## config.mk

```make
export PLATFORM = sky130hd
export DESIGN_NAME = bdw_out_buf
export DESIGN_NICKNAME = d
export VERILOG_FILES = /design/src/hdl/bayer_demosaic_window_macros.svh /design/src/hdl/bdw_pkg.sv /design/src/hdl/bdw_out_buf.sv
export SDC_FILE = /design/constraint.sdc
export NUM_CORES = 1
export LEC_CHECK = 0
export CORE_MARGIN = 2
export CORE_UTILIZATION = 55
export DETAILED_ROUTE_END_ITERATION = 10
export DONT_BUFFER_PORTS = 1
export GPL_TIMING_DRIVEN = 0
export PLACE_DENSITY = 0.7
export SYNTH_ARGS = -nofsm -noshare
export SYNTH_HDL_FRONTEND = slang
export SYNTH_SLANG_ARGS = --single-unit
```

## constraint.sdc

```tcl
create_clock -name clk -period 9.1 [get_ports clk]
set_input_delay 2.275 -clock clk [delete_from_list [all_inputs] [get_ports clk]]
set_output_delay 2.275 -clock clk [all_outputs]
set_load 0.01 [all_outputs]
```

## src/hdl/bayer_demosaic_window_macros.svh

```systemverilog
// Assertion macros for the demosaic window block.
`ifndef BAYER_DEMOSAIC_WINDOW_MACROS_SVH
`define BAYER_DEMOSAIC_WINDOW_MACROS_SVH

// Same-cycle implication, checked outside reset.
`define BDW_ASSERT_NOW(label, ante, cons, msg) \
  label: assert property (@(posedge clk) disable iff (rst) (ante) |-> (cons)) \
    else $error(msg);

// Next-cycle implication, checked outside reset.
`define BDW_ASSERT_NEXT(label, ante, cons, msg) \
  label: assert property (@(posedge clk) disable iff (rst) (ante) |=> (cons)) \
    else $error(msg);

`endif

```

## src/hdl/bdw_pkg.sv

```systemverilog
`timescale 1ns / 1ps

package bdw_pkg;

  localparam int MAX_WIDTH = 2048;
  localparam int COL_W     = $clog2(MAX_WIDTH);

  localparam int FW_W  = 12;
  localparam int FH_W  = 13;
  localparam int CFG_W = 13;
  localparam int PIX_W = 8;

  localparam logic [1:0] CFG_FRAME_WIDTH  = 2'd0;
  localparam logic [1:0] CFG_FRAME_HEIGHT = 2'd1;
  localparam logic [1:0] CFG_ORIGIN_X_ODD = 2'd2;
  localparam logic [1:0] CFG_ORIGIN_Y_ODD = 2'd3;

  // Block position codes: P00, P10, P01, P11.
  localparam logic [1:0] POS_RED  [4] = '{2'd0, 2'd2, 2'd2, 2'd3};
  localparam logic [1:0] POS_G1   [4] = '{2'd1, 2'd0, 2'd3, 2'd2};
  localparam logic [1:0] POS_G2   [4] = '{2'd2, 2'd3, 2'd0, 2'd1};
  localparam logic [1:0] POS_BLUE [4] = '{2'd3, 2'd1, 2'd1, 2'd0};

  typedef struct packed {
    logic [PIX_W-1:0] red;
    logic [PIX_W-1:0] green;
    logic [PIX_W-1:0] blue;
    logic             run_last;
    logic             frame_last;
  } result_t;

  // Results offered by the pixel stage to the output buffer.
  typedef struct packed {
    logic [1:0] count;
    result_t    first;
    result_t    second;
  } push_t;

  function automatic result_t bdw_color(input logic [1:0] sel,
                                        input logic [3:0][PIX_W-1:0] blk);
    result_t    res;
    logic [PIX_W:0] sum;
    begin
      sum            = {1'b0, blk[POS_G1[sel]]} + {1'b0, blk[POS_G2[sel]]};
      res.red        = blk[POS_RED[sel]];
      res.green      = sum[PIX_W:1];
      res.blue       = blk[POS_BLUE[sel]];
      res.run_last   = 1'b0;
      res.frame_last = 1'b0;
      return res;
    end
  endfunction

endpackage

```

## src/hdl/bdw_out_buf.sv

```systemverilog
`timescale 1ns / 1ps

module bdw_out_buf
  import bdw_pkg::*;
(
  input  logic    clk,
  input  logic    rst,
  input  push_t   push,
  output logic    room,
  output logic    result_valid,
  input  logic    result_ready,
  output result_t head
);

  logic [1:0] count;
  logic [1:0] count_next;
  result_t    slot [2];
  result_t    slot_next [2];
  logic       pop;
  logic [1:0] base;

  always_comb begin
    pop          = (count != 2'd0) && result_ready;
    base         = count - {1'b0, pop};
    room         = ({1'b0, 2'd2 - base}) >= {1'b0, push.count};
    slot_next[0] = pop ? slot[1] : slot[0];
    slot_next[1] = slot[1];
    count_next   = base;
    if (room) begin
      count_next = base + push.count;
      if (push.count != 2'd0) begin
        if (base == 2'd0) begin
          slot_next[0] = push.first;
        end else begin
          slot_next[1] = push.first;
        end
      end
      if (push.count == 2'd2) begin
        slot_next[1] = push.second;
      end
    end
  end

  always_ff @(posedge clk) begin
    if (rst) begin
      count <= 2'd0;
    end else begin
      count <= count_next;
    end
  end

  always_ff @(posedge clk) begin
    slot[0] <= slot_next[0];
    slot[1] <= slot_next[1];
  end

  assign result_valid = (count != 2'd0);
  assign head         = slot[0];

endmodule

```

==> impl_metrics.toml, run 1 <==
[timing]
tns_ns = 0
timing.final.hold_violations = 0
fin_crit_sh_pct = 67.7
slew_headroom_pct = 46.3
finalSetupViolations = 0
skew_ns = 0.00451
fin_ws_ns = 2.94
maxSlewViolCount = 0
rsz0062_at_grt = "no"
max_freq_mhz = 162
min_period_ns = 6.16
tightest_slew_ns = 0.802

[final_layout]
fin_area_um2 = 3120
drive_above_1_share_pct = 38.4
num_antenna_cells = 0
area_delta_synth_final_pct = 6.72
fin_nets = 318
fill_cells = 437

[worst_setup_path]
cpMaxStageDelayCell = "buf_1"
max_stage_delay_ns = 0.41
path_buf_inv = 4
crit_arrival_ns = 3.89
critPathMaxFanout = 10
critPathMostFrequentCell = "inv_1"
rr_endpoint = "slot[0][26]"
reg2reg_depth = 9
r2r-start = "count[1]"
crit_family = "buffers and inverters"
worst_setup_path_start_kind = "input pin"
critPathKind = "in -> out"
r2r_slack_ns = 6.05
worstPathRequired_ns = 6.83
cp-end-kind = "output port"
crit_chain = "buf_2, buf_1, inv_1, ha_1, a21boi_2, nor2_1, inv_1"

[global_routing]
grt_max_degree = 16
top_usage_layer = "met2"
globalRouteOverflowTotal = 0
antenna_found_initial = 0
grt_pass1_vias = 1776
grt_pass1_wl_um = 8690
met1_usage_pct = 22.9
grtUsageTotal_pct = 18.8
met3_usage_pct = 6.82
grt_use_met2_pct = 30.7

[detailed_routing]
first_pass_iters = 5
final_antenna_net_count = 0
via_count = 1701
viasPerCell = 5.19
first_iter_violations = 62
routed_wl_um = 5220
drc = 0
wl_per_cell_um = 15.9

[clock_network]
h-tree-depth = 2
worstSkewPairLatency_ns = 0.30
cts_tree = "built"
cts_setup_buffers = 0
cts.sinks = 54
cts.path.max_buffers = 2
hold_buffers = 0
post_cts_resized = 0
path_clk_slew_ns = 0.09
cts_root_buf = "clkbuf_8"
cts_buffers = 5

[yosys]
synth.cell_area_um2 = 2920
yosys_warnings = 0
synth_nets = 310
synth.distinct_cells = 27
synth_cells = 249
synth_compound_area_share_pct = 7.62
ys_seq_elements = 54
synth_top_family_by_area = "multiplexers"
syn_avg_cell_area_um2 = 11.7
seq_area_frac_synth_pct = 45.9
synth_simple_gate_area_share_pct = 7.88
synth_mux_area_share_pct = 25.9
synth-xor-area-share_pct = 0.300
synth_fa_ha_area_share_pct = 1.71

[power_and_ir_drop]
peakVddDrop_uv = 177
powerDensity_nw_per_um2 = 372
p_leak_nw = 1.37

[floorplan]
fp.dieH_um = 76.9
die_w_um = 76.9
io_pins = 85
die_area_um2 = 5910
rows = 26
core_um2 = 5110
initial_utilization_pct = 57.2

[placement]
place_area_um2 = 3040
hpwl_um = 3810
routabilityCongestion = 0.723
dpl_worst_slack_ns = 2.94
portBuffers = 0

[job]
maxCapViolCount = 0

[worst_hold_path]
worstHoldEndpoint = "count[1]"
worstHoldPathCells = 2
hold_class = "reg -> reg"
hp-start = "count[1]"

[status]
run_status = "complete, no violations"
## worst reg2reg max path: cells and delay by family, from the launching register on
kind	cells	cell delay (ns)
AO/OA/AOI/OAI	2	0.94
AND/OR/NAND/NOR	2	0.21
flip-flops	1	0.45
buffers and inverters	2	0.29
adder cells (fa/ha/maj)	2	0.56
multiplexers	1	0.30
## flip-flops by register name, indices dropped and copies added (netlist names)
name / flops
slot: 52
count: 2
## stage by stage
step	hold WS (ns)	total power, W	utilization [%]	cells
2_1_floorplan	0.542	0.000953	-	249
3_3_place_gp	0.564	0.00102	58.9	319
3_5_place_dp	0.579	0.00104	59.5	320
4_1_cts	0.593	0.00117	61.0	328
5_1_grt	0.627	0.00123	61.0	328
6_report	0.582	0.00116	61.0	328
## cells in the mapped netlist
library cell / n / area share, %
edfxtp_1: 26 / 27
mux2_4: 40 / 21
buf_4: 26 / 6.7
xor2_1: 1 / 0.30
mux2i_1: 1 / 0.34
ha_1: 4 / 1.7
clkbuf_8: 1 / 0.47
or2_2: 1 / 0.21
o21ba_2: 1 / 0.34
o21ai_0: 27 / 4.6
o21ai_4: 1 / 0.56
nor2_1: 2 / 0.26
buf_1: 2 / 0.26
nand3b_1: 1 / 0.26
a21boi_2: 1 / 0.39
dfxtp_1: 28 / 19
buf_12: 2 / 1.4
clkbuf_1: 5 / 0.64
a21o_2: 1 / 0.30
nand2b_1: 1 / 0.21
nand2_1: 54 / 6.9
inv_1: 4 / 0.51
o221ai_4: 1 / 0.90
mux2_2: 13 / 5.0
buf_6: 1 / 0.39
buf_2: 2 / 0.34
a211oi_1: 2 / 0.51
## worst max path at each step
stage	startpoint	end	slack, ns	depth (start not counted)
after floorplan	result_ready	slot[0][26]	3.14	8
after global placement	push[53]	slot[0][36]	1.83	7
after detailed placement	push[53]	room	2.94	7
after CTS	push[53]	room	2.93	7
after global routing	push[53]	room	2.81	7
final	push[53]	room	2.94	7
## metal layers
layer / part of all wire [%] / routed length [um]
met3: 7.5 / 389
met4: 1.5 / 80
met2: 48 / 2500
met5: 0 / 0
met1: 43 / 2250
## kinds of logic (layout without fill, tap and decap cells)
kind of cell    count (synthesis)  in the layout
flops                          54             54
compound gates                 34             34
xor+xnor                        1              1
fa+ha+maj                       4              4
buf+inv                        43             52
simple gates                   59             59
mux                            54             54
## cells in the final DEF (no fill, tap or decap), types with 2 or more instances in the layout
cell and n:
ha_1 4, dfxtp_1 28, inv_1 4, nor2_1 2, o21ai_0 27, mux2_2 13
buf_2 2, buf_4 26, buf_12 2, clkbuf_8 6, edfxtp_1 26, buf_1 2
nand2_1 54, mux2_4 40, clkbuf_1 6
## power by group
group          switching, W  total, W  internal [W]
combinational      0.000234  0.000607      0.000374
sequential        0.0000476  0.000424      0.000377
clock             0.0000754  0.000129     0.0000532
## final cells by class
| class | instances | area (um^2) | area share [%] |
|---|---|---|---|
| flip-flops and latches | 54 | 1340 | 43.0 |
| multi-input cells | 152 | 1280 | 41.1 |
| plain buffers | 39 | 297 | 9.51 |
| well taps | 70 | 87.6 | 2.81 |
| clock buffers | 6 | 72.6 | 2.33 |
| repair buffers | 1 | 15.0 | 0.482 |
| inverters | 4 | 15.0 | 0.482 |
| clock inverters | 2 | 8.76 | 0.281 |
No activity file was read; power rests on OpenSTA's default activity.
==> run 2: changes to the inputs <==
--- a/config.mk
+++ b/config.mk
@@ -5,6 +5,7 @@
 export SDC_FILE = /design/constraint.sdc
 export NUM_CORES = 1
 export LEC_CHECK = 0
+export ABC_AREA = 1
 export CORE_MARGIN = 2
 export CORE_UTILIZATION = 55
 export DETAILED_ROUTE_END_ITERATION = 10
==> constraint.sdc (replaced) <==
create_clock -name clk -period 6.25 [get_ports clk]
set_input_delay 1.5625 -clock clk [delete_from_list [all_inputs] [get_ports clk]]
set_output_delay 1.5625 -clock clk [all_outputs]
set_load 0.01 [all_outputs]
==> run 2 against run 1 <==
  * First-iteration DRC count increased to 3.8 times the previous value
  * Area after synthesis increased by 0.94%
  * Combinational power increased by 29%
  * Clock-buffer cell count increased by 2
  * Sequential power increased by 45%
  * Power increased by 38%
  * Register-to-register slack got worse by 2.9 ns
  * Synthesized cell count increased by 51%
  * Sequential cell count unchanged
  * Critical endpoint unchanged
  * Largest cell class unchanged
  * Highest routed layer unchanged
==> impl_metrics.toml, run 2 <==
[floorplan]
initial_utilization_pct = 57.4
fp.dieH_um = 77.2
die_w_um = 77.2
core_um2 = 5140
rows = 26
die_area_um2 = 5960
io_pins = 85

[clock_network]
cts_setup_buffers = 0
cts_buffers = 5
cts_root_buf = "clkbuf_8"
path_clk_slew_ns = 0.10
post_cts_resized = 0
worstSkewPairLatency_ns = 0.31
hold_buffers = 0
h-tree-depth = 2
cts_tree = "built"
cts.path.max_buffers = 2
cts.sinks = 54

[detailed_routing]
wl_per_cell_um = 14.7
drc = 0
final_antenna_net_count = 0
viasPerCell = 5.20
via_count = 2367
first_pass_iters = 4
routed_wl_um = 6680
first_iter_violations = 236

[timing]
maxSlewViolCount = 0
tightest_slew_ns = 1.07
min_period_ns = 4.63
max_freq_mhz = 216
timing.final.hold_violations = 0
fin_crit_sh_pct = 74.1
slew_headroom_pct = 28.3
rsz0062_at_grt = "no"
tns_ns = 0
finalSetupViolations = 0
fin_ws_ns = 1.62
skew_ns = 0.00832

[power_and_ir_drop]
p_leak_nw = 1.56
total_power_w = 0.00160
peakVddDrop_uv = 284
powerDensity_nw_per_um2 = 513

[global_routing]
grt_pass1_vias = 2282
grt_max_degree = 27
met1_usage_pct = 30.2
globalRouteOverflowTotal = 0
grt_pass1_wl_um = 10900
met3_usage_pct = 6.82
grt_use_met2_pct = 39.1
grtUsageTotal_pct = 23.7
top_usage_layer = "met2"
antenna_found_initial = 0

[yosys]
async_flop_share_pct = 0
synth_common_cells = "166 x nand2_1, 54 x nand3_1, 33 x buf_4, 28 x dfxtp_1"
synth_top_area_share_pct = 26.5
yosysMostFrequentCell = "nand2_1"
ys_seq_elements = 54
synth_largest_area_cell = "edfxtp_1"
synthTopCellsByArea = "edfxtp_1 26%, nand2_1 21%, dfxtp_1 19%, nand3_1 9.2%, buf_4 8.4%"
synth.cell_area_um2 = 2950
synth_ff_type = "dfxtp_1"
synth_cells = 377
seq_area_frac_synth_pct = 45.5
syn_avg_cell_area_um2 = 7.82
synth_nets = 438
synth.distinct_cells = 20
yosys_warnings = 0
synth_edf_count = 26

[final_layout]
fin_nets = 445
largest-register = "slot"
drive_above_1_share_pct = 16.1
final_cell_mix = "166 x nand2_1, 54 x nand3_1, 33 x buf_4"
num_antenna_cells = 0
layout_commonest_cell = "nand2_1"
area_delta_synth_final_pct = 6.02
fill_cells = 508
reg_top3 = "slot (52), count (2)"
largest_register_ffs = 52

[worst_setup_path]
worstPathRequired_ns = 4.69
crit_path_start = "result_ready"
cp-end-kind = "output port"
worst_setup_path_start_kind = "input pin"
max_stage_delay_ns = 0.28
critPathKind = "in -> out"
crit_chain = "buf_4, nand3_1, o21ai_2, inv_1, ha_1, inv_1, ha_1, nand2_1, nand2_2, buf_2"
r2r-start = "count[0]"
critPathMaxFanout = 10
crit_arrival_ns = 3.07
cpMaxStageDelayCell = "ha_1"

[placement]
portBuffers = 0
hpwl_um = 4610
dpl_worst_slack_ns = 1.61
routabilityCongestion = 0.774

[worst_hold_path]
hp-start = "slot[0][23]"
hold_class = "reg -> reg"

[status]
run_status = "complete, no violations"

[job]
maxCapViolCount = 0
==> run 2: cell count changes after synthesis, moves of 3 or more <==
cell     delta
mux2_4     -40
nand4_1    +26
buf_6       +3
mux2_2     -13
nand2_1   +112
o21ai_0    -26
nand3_1    +54
buf_4       +7
buf_2       +9
inv_1       +4
==> run 2: final cells by class <==
class                      count  area (um^2)  share of cell area (%)
inverter                      10         42.5                    1.36
tap                           70         87.6                    2.80
buffer                        51          359                    11.5
sequential                    54         1340                    42.9
clock buffer                   8         90.1                    2.88
multi-input combinational    262         1210                    38.6
==> run 2: stage by stage <==
| step | hold slack, ns | instance area, um^2 | cells | utilization (%) |
|---|---|---|---|---|
| final | 0.545 | 3130 | 455 | 60.8 |
| after global routing | 0.582 | 3130 | 455 | 60.8 |
| after CTS | 0.546 | 3130 | 455 | 60.8 |
| after detailed placement | 0.526 | 3040 | 447 | 59.1 |
| after global placement | 0.519 | 3040 | 447 | 59.1 |
| after floorplan | 0.505 | 2950 | 377 | - |
==> run 2: worst max-delay path: cells and delay by family <==
kind	cells	cell delay, ns
compound gates	1	0.10
fa+ha+maj	2	0.55
buf+inv	4	0.55
simple gates	3	0.30
==> run 2: cell families after synthesis <==
group           share of synthesized area, %
simple gates                            38.6
buf+inv                                 13.6
flops                                   45.5
fa+ha+maj                               1.70
compound gates                         0.636
==> run 2: path summary, 6_finish.rpt <==
| kind | end | slack [ns] | cells after the start |
|---|---|---|---|
| hold / removal | slot[0][23] | 0.55 | 4 |
| setup / recovery | room | 1.62 | 10 |
| hold reg to reg | slot[0][23] | 0.55 | 4 |
| setup reg to reg | slot[0][34] | 3.16 | 12 |
==> run 2: layer usage <==
metal / part of all wire (%) / routed length (um)
met1: 39 / 2580
met2: 51 / 3400
met3: 9.5 / 635
met4: 0.94 / 63
met5: 0 / 0
==> run 2: where the power goes <==
| group | switching [W] | total, W | internal (W) |
|---|---|---|---|
| logic | 0.000482 | 0.000786 | 0.000304 |
| registers | 0.0000586 | 0.000613 | 0.000554 |
| clock network | 0.000115 | 0.000205 | 0.0000908 |
| total | 0.000655 | 0.00160 | 0.000949 |
==> run 3: changes to the inputs <==
--- a/config.mk
+++ b/config.mk
@@ -5,13 +5,13 @@
 export SDC_FILE = /design/constraint.sdc
 export NUM_CORES = 1
 export LEC_CHECK = 0
-export ABC_AREA = 1
+export ABC_AREA = 0
 export CORE_MARGIN = 2
 export CORE_UTILIZATION = 55
 export DETAILED_ROUTE_END_ITERATION = 10
 export DONT_BUFFER_PORTS = 1
 export GPL_TIMING_DRIVEN = 0
-export PLACE_DENSITY = 0.7
+export PLACE_DENSITY = 0.73
 export SYNTH_ARGS = -nofsm -noshare
 export SYNTH_HDL_FRONTEND = slang
 export SYNTH_SLANG_ARGS = --single-unit
==> constraint.sdc (replaced) <==
create_clock -name clk -period 3.9 [get_ports clk]
set_input_delay 0.975 -clock clk [delete_from_list [all_inputs] [get_ports clk]]
set_output_delay 0.975 -clock clk [all_outputs]
set_load 0.01 [all_outputs]
==> run 3 against run 2 <==
  * Clock power up 82%
  * Clock-buffer cell count shrank 2
  * First-iteration DRC count is 78% lower
  * Critical path depth down 3
  * Sequential share of layout area shrank 0.27 points
  * Non-clock buffer count shrank 11
  * Setup slack worse by 1.3 ns
  * Register-to-register slack lost 2.3 ns
  * Largest cell class unchanged
  * Highest routed layer unchanged
==> impl_metrics.toml, run 3 (synthesis gave the netlist of run 1 again) <==
[clock_network]
cts.path.max_buffers = 2
worstSkewPairLatency_ns = 0.30
h-tree-depth = 2
cts_setup_buffers = 0
cts.sinks = 54
cts_buffers = 5
path_clk_slew_ns = 0.09
cts_tree = "built"
hold_buffers = 0
cts_root_buf = "clkbuf_8"
post_cts_resized = 0

[timing]
slew_headroom_pct = 50.1
tightest_slew_ns = 0.747
finalSetupViolations = 0
skew_ns = 0.00888
max_freq_mhz = 283
min_period_ns = 3.54
whs_ns = 0.597
fin_ws_ns = 0.363
timing.final.hold_violations = 0
maxSlewViolCount = 0
fin_crit_sh_pct = 90.7
rsz0062_at_grt = "no"

[placement]
place_area_um2 = 3040
portBuffers = 0
routabilityCongestion = 0.753
dpl_worst_slack_ns = 0.288
hpwl_um = 3850

[global_routing]
grt_pass1_vias = 1778
grt_use_met2_pct = 32.7
grt_max_degree = 17
antenna_found_initial = 0
top_usage_layer = "met2"
met1_usage_pct = 22.6
globalRouteOverflowTotal = 0
met3_usage_pct = 6.24
grt_pass1_wl_um = 8740
grtUsageTotal_pct = 19.0

[power_and_ir_drop]
powerDensity_nw_per_um2 = 885
total_power_w = 0.00279
peakVddDrop_uv = 450
p_leak_nw = 1.38

[final_layout]
reg_top3 = "slot (52), count (2)"
drive_above_1_share_pct = 38.8
area_delta_synth_final_pct = 7.71
largest_register_ffs = 52
num_antenna_cells = 0
fin_util_pct = 61.6
final_cell_mix = "54 x nand2_1, 40 x mux2_4, 28 x dfxtp_1"
layout_commonest_cell = "nand2_1"
largest-register = "slot"
fin_area_um2 = 3150
fill_cells = 438
fin_nets = 318

[worst_setup_path]
cp-end-kind = "output port"
worst_setup_path_start_kind = "input pin"
worstPathRequired_ns = 2.92
critPathKind = "in -> out"
critPathMaxFanout = 10
path_buf_inv = 4
crit_chain = "buf_2, buf_1, inv_1, ha_1, a21boi_2, nor2_1, inv_1"
crit_arrival_ns = 2.56
cpMaxStageDelayCell = "buf_1"
max_stage_delay_ns = 0.39
critPathMostFrequentCell = "inv_1"
crit_family = "buffers and inverters"

[worst_hold_path]
hold_class = "reg -> reg"

[floorplan]
io_pins = 85
fp.dieH_um = 76.9
core_um2 = 5110
initial_utilization_pct = 57.2
rows = 26
die_w_um = 76.9
die_area_um2 = 5910

[status]
run_status = "complete, no violations"

[detailed_routing]
first_iter_violations = 53
via_count = 1704
routed_wl_um = 5320
drc = 0
final_antenna_net_count = 0
first_pass_iters = 4
wl_per_cell_um = 16.2
viasPerCell = 5.20

[job]
maxCapViolCount = 0
[run 3: cell count changes in the layout (fill, tap and decap cells not counted), moves of 7 or more]
cell | previous run | this run
buf_2 | 11 | 2
nand3_1 | 54 | 0
mux2_4 | 0 | 40
buf_4 | 33 | 26
nand4_1 | 26 | 0
o21ai_0 | 1 | 27
nand2_1 | 166 | 54
mux2_2 | 0 | 13
[run 3: metal layers]
| layer | vias up | wire length [um] |
|---|---|---|
| met5 | - | 0 |
| met2 | 50 | 2640 |
| met3 | 5 | 350 |
| li1 | 845 | - |
| met1 | 804 | 2270 |
| met4 | 0 | 58 |
[run 3: final timing paths]
path	from	to	slack, ns	depth (start not counted)
setup / recovery	push[53]	room	0.36	7
hold / removal	count[1]	count[1]	0.60	2
setup reg to reg	count[1]	slot[0][50]	0.90	9
hold reg to reg	count[1]	count[1]	0.60	2
[run 3: power breakdown]
group | switching (W) | internal, W | leakage (nW)
sequential | 0.000112 | 0.000878 | 0.487
clock | 0.000182 | 0.000192 | 0.0514
combinational | 0.000549 | 0.000872 | 0.843
[run 3: through the flow]
stage	setup TNS, ns	cells
floorplan	0	249
global placement	-16.75	319
detailed placement	0	320
CTS	0	328
global route	0	328
finish	0	328
[run 3: worst reg2reg max path, cell delays in order (launching register included)]
cell and delay (ns):
dfxtp_1 0.45, nand2_1 0.07, mux2_2 0.30, ha_1 0.28, inv_1 0.04, ha_1 0.28, a21boi_2 0.24, nor2_1 0.13
a211oi_4 0.66, buf_8 0.25
[run 3: layout make-up]
class | count | area, um^2 | share of cell area (%)
Sequential cell | 54 | 1340 | 42.6
Multi-Input combinational cell | 152 | 1280 | 40.7
Buffer | 39 | 297 | 9.42
Tap cell | 70 | 87.6 | 2.78
Clock buffer | 6 | 72.6 | 2.31
Clock inverter | 2 | 37.5 | 1.19
Timing Repair Buffer | 1 | 15.0 | 0.477
Inverter | 4 | 15.0 | 0.477
